--- config.mk ---
export PLATFORM = sky130hd
export DESIGN_NAME = process_pool_priority_queue
export DESIGN_NICKNAME = d
export VERILOG_FILES = /design/src/design/ppq_pkg.sv /design/src/design/ppq_tables.sv /design/src/design/process_pool_priority_queue.sv
export SDC_FILE = /design/constraint.sdc
export NUM_CORES = 1
export LEC_CHECK = 0
export BUFFER_PORTS_ARGS = -buffer_cell sky130_fd_sc_hd__clkbuf_2
export CAP_MARGIN = 0
export CORE_MARGIN = 5
export CORE_UTILIZATION = 56
export CTS_BUF_LIST = sky130_fd_sc_hd__clkbuf_16
export DETAILED_ROUTE_END_ITERATION = 16
export HOLD_SLACK_MARGIN = 0.15
export PLACE_DENSITY = 0.75
export SLEW_MARGIN = 20
export SYNTH_ARGS = -nofsm -noshare
export SYNTH_HDL_FRONTEND = slang
export SYNTH_SLANG_ARGS = --single-unit
--- constraint.sdc ---
create_clock -name i_clk -period 3.1 [get_ports i_clk]
set_input_delay 0.31 -clock i_clk [delete_from_list [all_inputs] [get_ports i_clk]]
set_output_delay 0.31 -clock i_clk [all_outputs]
set_load 0.01 [all_outputs]
--- src/design/ppq_pkg.sv ---
// ----------------------------------------------------------------------------
// ppq_pkg
// request and response types and operation codes for the process pool
// priority queue
// ----------------------------------------------------------------------------
package ppq_pkg;

    localparam int ID_W   = 4;
    localparam int PRIO_W = 8;

    localparam logic [1:0] MODE_ALLOC   = 2'd0;
    localparam logic [1:0] MODE_RELEASE = 2'd1;
    localparam logic [1:0] MODE_ENQUEUE = 2'd2;
    localparam logic [1:0] MODE_DEQUEUE = 2'd3;

    typedef struct packed {
        logic [1:0]        mode;
        logic [ID_W-1:0]   entry_id;
        logic [PRIO_W-1:0] priority_req;
    } t_req;

    typedef struct packed {
        logic [ID_W-1:0] result_id;
        logic            result_valid;
    } t_rsp;

endpackage

--- src/design/ppq_tables.sv ---
// ----------------------------------------------------------------------------
// ppq_tables
// shared link table and priority table, one registered read port and one
// write port; unwritten entries read as their reset values
// ----------------------------------------------------------------------------
module ppq_tables #(
    parameter int NUM_ENTRIES    = 16,
    parameter int PRIORITY_WIDTH = 8
) (
    input  logic                                  i_clk,
    input  logic                                  i_rst_n,
    input  logic                                  i_rd_en,
    input  logic [$clog2(NUM_ENTRIES)-1:0]        i_rd_addr,
    output logic [$clog2(NUM_ENTRIES+1)-1:0]      o_rd_link,
    output logic [PRIORITY_WIDTH-1:0]             o_rd_prio,
    input  logic [$clog2(NUM_ENTRIES)-1:0]        i_wr_addr,
    input  logic                                  i_wr_link_en,
    input  logic [$clog2(NUM_ENTRIES+1)-1:0]      i_wr_link,
    input  logic                                  i_wr_prio_en,
    input  logic [PRIORITY_WIDTH-1:0]             i_wr_prio
);
    import ppq_pkg::*;

    localparam int IW = $clog2(NUM_ENTRIES);
    localparam int LW = $clog2(NUM_ENTRIES + 1);

    logic [LW-1:0]             r_link_mem [NUM_ENTRIES];
    logic [PRIORITY_WIDTH-1:0] r_prio_mem [NUM_ENTRIES];
    logic [NUM_ENTRIES-1:0]    r_link_vld;
    logic [NUM_ENTRIES-1:0]    r_prio_vld;

    logic [LW-1:0]             r_rd_link;
    logic [PRIORITY_WIDTH-1:0] r_rd_prio;
    logic [IW-1:0]             r_rd_idx;
    logic                      r_rd_link_vld;
    logic                      r_rd_prio_vld;

    // storage arrays and read data
    always_ff @(posedge i_clk) begin
        if (i_wr_link_en) begin
            r_link_mem[i_wr_addr] <= i_wr_link;
        end
        if (i_wr_prio_en) begin
            r_prio_mem[i_wr_addr] <= i_wr_prio;
        end
        if (i_rd_en) begin
            r_rd_link     <= r_link_mem[i_rd_addr];
            r_rd_prio     <= r_prio_mem[i_rd_addr];
            r_rd_idx      <= i_rd_addr;
            r_rd_link_vld <= r_link_vld[i_rd_addr];
            r_rd_prio_vld <= r_prio_vld[i_rd_addr];
        end
    end

    // written flags, cleared by reset
    always_ff @(posedge i_clk) begin
        if (!i_rst_n) begin
            r_link_vld <= '0;
            r_prio_vld <= '0;
        end else begin
            if (i_wr_link_en) begin
                r_link_vld[i_wr_addr] <= 1'b1;
            end
            if (i_wr_prio_en) begin
                r_prio_vld[i_wr_addr] <= 1'b1;
            end
        end
    end

    // reset contents: each id links to the next, priorities zero
    assign o_rd_link = r_rd_link_vld ? r_rd_link : (LW'(r_rd_idx) + LW'(1));
    assign o_rd_prio = r_rd_prio_vld ? r_rd_prio : '0;

endmodule

--- src/design/process_pool_priority_queue.sv ---
// ----------------------------------------------------------------------------
// process_pool_priority_queue
// pool of slot ids with a lifo free list and a priority ordered ready queue
// sharing one link table
// ----------------------------------------------------------------------------
// one request is handled at a time and o_req_stall stays high until its
// response has been formed. allocate and dequeue do one table read, none
// when the list is empty; release and enqueue into an empty queue do no
// read, enqueue at the head reads the head, and an enqueue past the head
// then reads one entry per walk step, at most NUM_ENTRIES steps; the single
// read port of the link/priority tables is visited once per link.
// a finished response is held in an output register, so a new request is
// taken while the previous response still waits under i_rsp_stall. there is
// no clearing pass after reset: per-entry written flags make unwritten
// entries read as their reset values.
module process_pool_priority_queue #(
    parameter int NUM_ENTRIES    = 16,
    parameter int PRIORITY_WIDTH = 8
) (
    input  logic          i_clk,
    input  logic          i_rst_n,
    input  logic          i_req_valid,
    input  ppq_pkg::t_req i_req,
    output logic          o_req_stall,
    output logic          o_rsp_valid,
    output ppq_pkg::t_rsp o_rsp,
    input  logic          i_rsp_stall
);
    import ppq_pkg::*;

    localparam int IW = $clog2(NUM_ENTRIES);
    localparam int LW = $clog2(NUM_ENTRIES + 1);
    localparam logic [LW-1:0] NULL_ID = LW'(NUM_ENTRIES);

    // sequencer states
    localparam logic [3:0] S_IDLE      = 4'd0;
    localparam logic [3:0] S_POP       = 4'd1;
    localparam logic [3:0] S_ENQ_START = 4'd2;
    localparam logic [3:0] S_ENQ_HEAD  = 4'd3;
    localparam logic [3:0] S_WALK      = 4'd4;
    localparam logic [3:0] S_EVAL      = 4'd5;
    localparam logic [3:0] S_INS_ID    = 4'd6;
    localparam logic [3:0] S_INS_PREV  = 4'd7;
    localparam logic [3:0] S_DONE      = 4'd8;
    localparam logic [3:0] S_HEAD_EVAL = 4'd9;

    logic [3:0]                r_state, n_state;
    logic [1:0]                r_mode, n_mode;
    logic [IW-1:0]             r_id, n_id;
    logic [PRIORITY_WIDTH-1:0] r_prio, n_prio;
    logic [LW-1:0]             r_q, n_q;          // walk position / popped head
    logic [LW-1:0]             r_n, n_n;          // link of r_q
    logic [LW-1:0]             r_steps, n_steps;
    logic [LW-1:0]             r_free_head, n_free_head;
    logic [LW-1:0]             r_ready_head, n_ready_head;
    t_rsp                      r_res, n_res;
    logic                      r_rsp_valid, n_rsp_valid;
    t_rsp                      r_rsp, n_rsp;

    // table port
    logic                      rd_en;
    logic [IW-1:0]             rd_addr;
    logic [LW-1:0]             rd_link;
    logic [PRIORITY_WIDTH-1:0] rd_prio;
    logic [IW-1:0]             wr_addr;
    logic                      wr_link_en;
    logic [LW-1:0]             wr_link;
    logic                      wr_prio_en;

    logic req_acc;
    logic id_ok;
    logic rsp_free;
    logic [LW-1:0] pop_head;

    ppq_tables #(
        .NUM_ENTRIES    (NUM_ENTRIES),
        .PRIORITY_WIDTH (PRIORITY_WIDTH)
    ) u_tables (
        .i_clk        (i_clk),
        .i_rst_n      (i_rst_n),
        .i_rd_en      (rd_en),
        .i_rd_addr    (rd_addr),
        .o_rd_link    (rd_link),
        .o_rd_prio    (rd_prio),
        .i_wr_addr    (wr_addr),
        .i_wr_link_en (wr_link_en),
        .i_wr_link    (wr_link),
        .i_wr_prio_en (wr_prio_en),
        .i_wr_prio    (r_prio)
    );

    // requests are only taken while the sequencer is idle
    assign o_req_stall = (r_state != S_IDLE);
    assign req_acc     = i_req_valid && !o_req_stall;
    assign rsp_free    = !r_rsp_valid || !i_rsp_stall;

    // ids above the table are ignored for release and enqueue
    assign id_ok    = (32'(i_req.entry_id) < NUM_ENTRIES);
    assign pop_head = (i_req.mode == MODE_ALLOC) ? r_free_head : r_ready_head;

    always_comb begin
        n_state      = r_state;
        n_mode       = r_mode;
        n_id         = r_id;
        n_prio       = r_prio;
        n_q          = r_q;
        n_n          = r_n;
        n_steps      = r_steps;
        n_free_head  = r_free_head;
        n_ready_head = r_ready_head;
        n_res        = r_res;
        n_rsp_valid  = r_rsp_valid;
        n_rsp        = r_rsp;
        rd_en        = 1'b0;
        rd_addr      = r_n[IW-1:0];
        wr_addr      = r_id;
        wr_link_en   = 1'b0;
        wr_link      = r_n;
        wr_prio_en   = 1'b0;

        // output register drains independently of the sequencer
        if (r_rsp_valid && !i_rsp_stall) begin
            n_rsp_valid = 1'b0;
        end

        case (r_state)
            S_IDLE: begin
                if (req_acc) begin
                    n_mode = i_req.mode;
                    n_id   = IW'(i_req.entry_id);
                    n_prio = PRIORITY_WIDTH'(i_req.priority_req);
                    case (i_req.mode)
                        MODE_ALLOC, MODE_DEQUEUE: begin
                            n_q = pop_head;
                            if (pop_head != NULL_ID) begin
                                // fetch the link of the head being popped
                                rd_en   = 1'b1;
                                rd_addr = pop_head[IW-1:0];
                                n_state = S_POP;
                            end else begin
                                n_res   = '{result_id: '0, result_valid: 1'b0};
                                n_state = S_DONE;
                            end
                        end
                        MODE_RELEASE: begin
                            n_res = '{result_id: i_req.entry_id, result_valid: id_ok};
                            if (id_ok) begin
                                // push onto the free list
                                wr_addr     = IW'(i_req.entry_id);
                                wr_link_en  = 1'b1;
                                wr_link     = r_free_head;
                                n_free_head = LW'(i_req.entry_id);
                            end
                            n_state = S_DONE;
                        end
                        default: begin
                            n_res = '{result_id: i_req.entry_id, result_valid: id_ok};
                            n_state = id_ok ? S_ENQ_START : S_DONE;
                        end
                    endcase
                end
            end

            S_POP: begin
                if (r_mode == MODE_ALLOC) begin
                    n_free_head = rd_link;
                end else begin
                    n_ready_head = rd_link;
                end
                n_res   = '{result_id: ID_W'(r_q), result_valid: 1'b1};
                n_state = S_DONE;
            end

            S_ENQ_START: begin
                // priority is stored before any compare so a requeued id sees it
                wr_prio_en = 1'b1;
                n_q        = r_ready_head;
                if (r_ready_head == NULL_ID) begin
                    wr_link_en   = 1'b1;
                    wr_link      = NULL_ID;
                    n_ready_head = LW'(r_id);
                    n_state      = S_DONE;
                end else begin
                    n_state = S_ENQ_HEAD;
                end
            end

            S_ENQ_HEAD: begin
                // read issued in the cycle after the priority write
                rd_en   = 1'b1;
                rd_addr = r_q[IW-1:0];
                n_steps = '0;
                n_state = S_HEAD_EVAL;
            end

            S_HEAD_EVAL: begin
                // shared compare: new priority against the current head
                if (r_prio > rd_prio) begin
                    // beats the head: becomes the new head
                    wr_link_en   = 1'b1;
                    wr_link      = r_q;
                    n_ready_head = LW'(r_id);
                    n_state      = S_DONE;
                end else begin
                    n_n     = rd_link;
                    n_state = S_WALK;
                end
            end

            S_WALK: begin
                if (r_steps == LW'(NUM_ENTRIES) || r_n == NULL_ID) begin
                    n_state = S_INS_ID;
                end else begin
                    rd_en   = 1'b1;
                    rd_addr = r_n[IW-1:0];
                    n_state = S_EVAL;
                end
            end

            S_EVAL: begin
                // shared compare: new priority against the entry at r_n
                if (r_prio > rd_prio) begin
                    n_state = S_INS_ID;
                end else begin
                    n_steps = r_steps + LW'(1);
                    n_q     = r_n;
                    n_n     = rd_link;
                    n_state = S_WALK;
                end
            end

            S_INS_ID: begin
                wr_link_en = 1'b1;
                wr_link    = r_n;
                n_state    = S_INS_PREV;
            end

            S_INS_PREV: begin
                wr_addr    = r_q[IW-1:0];
                wr_link_en = 1'b1;
                wr_link    = LW'(r_id);
                n_state    = S_DONE;
            end

            S_DONE: begin
                if (rsp_free) begin
                    n_rsp_valid = 1'b1;
                    n_rsp       = r_res;
                    n_state     = S_IDLE;
                end
            end

            default: begin
                n_state = S_IDLE;
            end
        endcase
    end

    always_ff @(posedge i_clk) begin
        if (!i_rst_n) begin
            r_state      <= S_IDLE;
            r_free_head  <= '0;
            r_ready_head <= NULL_ID;
            r_rsp_valid  <= 1'b0;
            r_steps      <= '0;
        end else begin
            r_state      <= n_state;
            r_free_head  <= n_free_head;
            r_ready_head <= n_ready_head;
            r_rsp_valid  <= n_rsp_valid;
            r_steps      <= n_steps;
        end
    end

    always_ff @(posedge i_clk) begin
        r_mode <= n_mode;
        r_id   <= n_id;
        r_prio <= n_prio;
        r_q    <= n_q;
        r_n    <= n_n;
        r_res  <= n_res;
        r_rsp  <= n_rsp;
    end

    assign o_rsp_valid = r_rsp_valid;
    assign o_rsp       = r_rsp;

`ifndef ASSERT_OFF
    // list heads never hold a value beyond the null marker
    a_heads_in_range: assert property (@(posedge i_clk) disable iff (!i_rst_n)
        (r_free_head <= NULL_ID) && (r_ready_head <= NULL_ID))
        else $error("list head beyond null marker");

    // the walk is bounded by the table size
    a_steps_bounded: assert property (@(posedge i_clk) disable iff (!i_rst_n)
        r_steps <= LW'(NUM_ENTRIES))
        else $error("enqueue walk exceeded table size");

    // allocate from an empty free list goes straight to the response
    a_empty_alloc: assert property (@(posedge i_clk) disable iff (!i_rst_n)
        (req_acc && i_req.mode == MODE_ALLOC && r_free_head == NULL_ID)
        |=> (r_state == S_DONE && !r_res.result_valid))
        else $error("empty allocate not answered at once");

    // a new response only appears out of the done state
    a_rsp_from_done: assert property (@(posedge i_clk) disable iff (!i_rst_n)
        (!r_rsp_valid || !i_rsp_stall) ##1 r_rsp_valid |-> $past(r_state) == S_DONE)
        else $error("response loaded outside done state");
`endif

endmodule
==> flow_metrics.env <==
export IMPL_status="complete, no violations"
export IMPL_drt_iter0_drc=1005
export IMPL_die_height_um=165
export IMPL_place_congestion=0.951
export IMPL_numPortBuffers=24
export IMPL_endpoint_kind="flop"
export IMPL_grt_total_usage=0.258
export IMPL_area_growth_syn_to_layout_pct=17.7
export IMPL_grt_max_degree=36
export IMPL_finalSetupViolCount=0
export IMPL_die_area_mm2=0.0272
export IMPL_hold_violations=0
export IMPL_io_pins=25
export IMPL_nets=1187
export IMPL_antenna_found_initial=0
export IMPL_final_antenna_net_count=0
export IMPL_yosysSeqAreaShare=0.660
export IMPL_fin_util=0.672
export IMPL_num_rows=56
export IMPL_crit_family="compound AO/OA/AOI/OAI gates"
export IMPL_slowest_delay_ns=0.44
export IMPL_grt_busiest_layer="met2"
export IMPL_synth_edff_count=261
export IMPL_yosys_area_top_type_share=0.583
export IMPL_use_met3=0.0394
export IMPL_fin_total_pwr_uw=10000
export IMPL_critical_path_buf_inv_count=0
export IMPL_min_path_type="primary input to flop"
export IMPL_ys_top_cells_by_count="edfxtp_1, nand2_1, a211oi_1"
export IMPL_cp_data_required_time_ns=3.38
export IMPL_die_w_um=165
export IMPL_finalWirelength_um=34800
export IMPL_clockBufferDepth=3
export IMPL_maxSlewViolCount=0
export IMPL_dp_hpwl_um=23100
export IMPL_cts_htree_levels=1
export IMPL_cts_tree="yes"
export IMPL_rsz0062_at_grt="true"
export IMPL_synth_fp_nets=1064
export IMPL_coreArea_mm2=0.0235
export IMPL_numCtsBuffers=31
export IMPL_drv_cap=0
export IMPL_met1_usage=0.335
export IMPL_avgSynthCellArea_um2=13.0
export IMPL_max_slew_margin_rel=0.345
export IMPL_synthArstFlopShare=0
export IMPL_worstPathMaxFanout=5
export IMPL_synth_most_common_cell="edfxtp_1"
export IMPL_wire_per_inst_um=23.2
export IMPL_syn_inst=1032
export IMPL_antenna_cells=0
export IMPL_grt_overflow=0
export IMPL_cts_clk_slew_worst_paths_ns=0.06
export IMPL_met2_usage=0.431
export IMPL_yosys_warnings=0
export IMPL_irDropWorstVdd_uv=449
export IMPL_synth_flop_cell="edfxtp_1"
export IMPL_num_vias=9321
export IMPL_finClkSkew_ns=0.0126
export IMPL_period_needed_ns=3.05
export IMPL_grt_pass1_vias=9547
export IMPL_ys_types=60
export IMPL_drive_gt1_frac=0.196
export IMPL_crit_type="flop to flop"
export IMPL_cts_root_buf="clkbuf_16"
export IMPL_clock_latency_ns=0.55
export IMPL_synth_seq_cells=313
export IMPL_drc_errors=0
export IMPL_worst_pin_slew_ns=0.973
export IMPL_critPathSlowestCell="edfxtp_1"
export IMPL_grt_pass1_wl_um=53300
export IMPL_fin_crit_sh=0.985
export IMPL_fill_cells=1698
export IMPL_crit_chain="nand2_1 > ha_1 > a21o_1 > a221o_1 > a221oi_2 > a31oi_4 > a211o_1 > nand2b_1 > nor2_2"
export IMPL_cts_sinks=313
export IMPL_p_leak_uw=0.00567
export IMPL_worstPathArrival_ns=3.33
export IMPL_powerDensity_mw_per_mm2=633
export IMPL_firstDrtPassIters=6
export IMPL_syn_area_mm2=0.0134
export IMPL_synth_area_leaders="edfxtp_1, dfxtp_1, mux2i_1"
export IMPL_vias_per_cell=6.22
export IMPL_cp_start_kind="flop"
export IMPL_fmax_ghz=0.327
export IMPL_start_util=0.571
export IMPL_yosysTopAreaCell="edfxtp_1"
## cells by family after synthesis
| logic type | after synthesis | share of synthesized area |
|---|---|---|
| buf+inv | 82 | 0.0296 |
| flops | 313 | 0.660 |
| fa+ha+maj | 14 | 0.0130 |
| mux | 65 | 0.0508 |
| simple gates | 316 | 0.119 |
| compound gates | 240 | 0.126 |
| xor+xnor | 2 | 0.00130 |
## what timing repair did
item | 4_1_cts | 5_1_grt
buffers inserted | 0 | 0
endpoints found under the hold margin | 21 | 0
gates resized for setup | 4 | 25
hold buffers | 15 | 0
setup endpoints to repair | 31 | 198
## cell type report
cell class	count	area (um2)	area share
Clock buffer	31	776	0.0490
Inverter	20	75.1	0.00474
Tap cell	319	399	0.0252
Sequential cell	313	8880	0.561
Clock inverter	26	198	0.0125
Timing Repair Buffer	152	1230	0.0775
Multi-Input combinational cell	637	4280	0.270
## routing by layer
layer  wire (um)  up-vias
met5           0        -
met4        1530        0
met3        2520       96
met2       16900      430
met1       13900     4573
li1            -     4222
## power breakdown
group          switching, uW  internal (uW)  leakage [uW]  total [uW]
registers               84.2           4800       0.00279        4880
logic                    965            581       0.00238        1550
clock network           1530           2060      0.000504        3580
## sequential cells by signal (all words and copies together) (netlist names), 5 cells and up
signal,count
u_tables.r_prio_mem,128
u_tables.r_link_mem,80
u_tables.r_link_vld,16
u_tables.r_prio_vld,16
r_prio,8
u_tables.r_rd_prio,8
o_rsp,5
r_free_head,5
r_n,5
r_q,5
r_ready_head,5
r_res,5
r_steps,5
u_tables.r_rd_link,5
## layout by cell type, fill, tap and decap left out, types with 14 or more instances in the layout
cell / count
edfxtp_1: 261
nand2_1: 114
buf_4: 104
a211oi_1: 63
mux2i_1: 59
dfxtp_1: 52
nor2_1: 44
a21oi_1: 36
o21ai_0: 34
clkbuf_16: 31
nor3b_1: 30
a221oi_1: 28
clkbuf_2: 24
inv_1: 22
nand3_1: 17
and3_1: 17
nor3_1: 17
or4_1: 16
nor2_2: 16
dlygate4sd3_1: 15
a311oi_1: 14
ha_1: 14
## per-stage QoR
| stage | hold slack [ns] | instance area (um2) | cells | TNS [ns] | setup slack [ns] |
|---|---|---|---|---|---|
| finish | 0.292 | 15800 | 1498 | 0 | 0.0464 |
| global route | 0.318 | 15800 | 1498 | -1.48 | -0.0438 |
| global placement | 0.402 | 14600 | 1426 | -0.592 | -0.116 |
| CTS | 0.269 | 15700 | 1498 | 0 | 0.0111 |
| floorplan | 0.400 | 13400 | 1032 | -5.36 | -0.112 |
| detailed placement | 0.411 | 14600 | 1426 | -2.22 | -0.175 |
## worst paths after layout
check | from | to | slack, ns | depth (start not counted)
max reg2reg | u_tables.r_rd_prio_vld | u_tables.r_link_mem[10][3] | 0.05 | 9
max | u_tables.r_rd_prio_vld | u_tables.r_link_mem[10][3] | 0.05 | 9
min reg2reg | r_res[2] | o_rsp[2] | 0.42 | 0
min | i_rst_n | r_ready_head[4] | 0.29 | 2
## worst register-to-register path: stages (launching register included)
cell,delay (ns)
edfxtp_1,0.44
nand2_1,0.10
ha_1,0.24
a21o_1,0.18
a221o_1,0.37
a221oi_2,0.36
a31oi_4,0.12
a211o_1,0.40
nand2b_1,0.40
nor2_2,0.17
No activity file was read; power rests on OpenSTA's default activity.
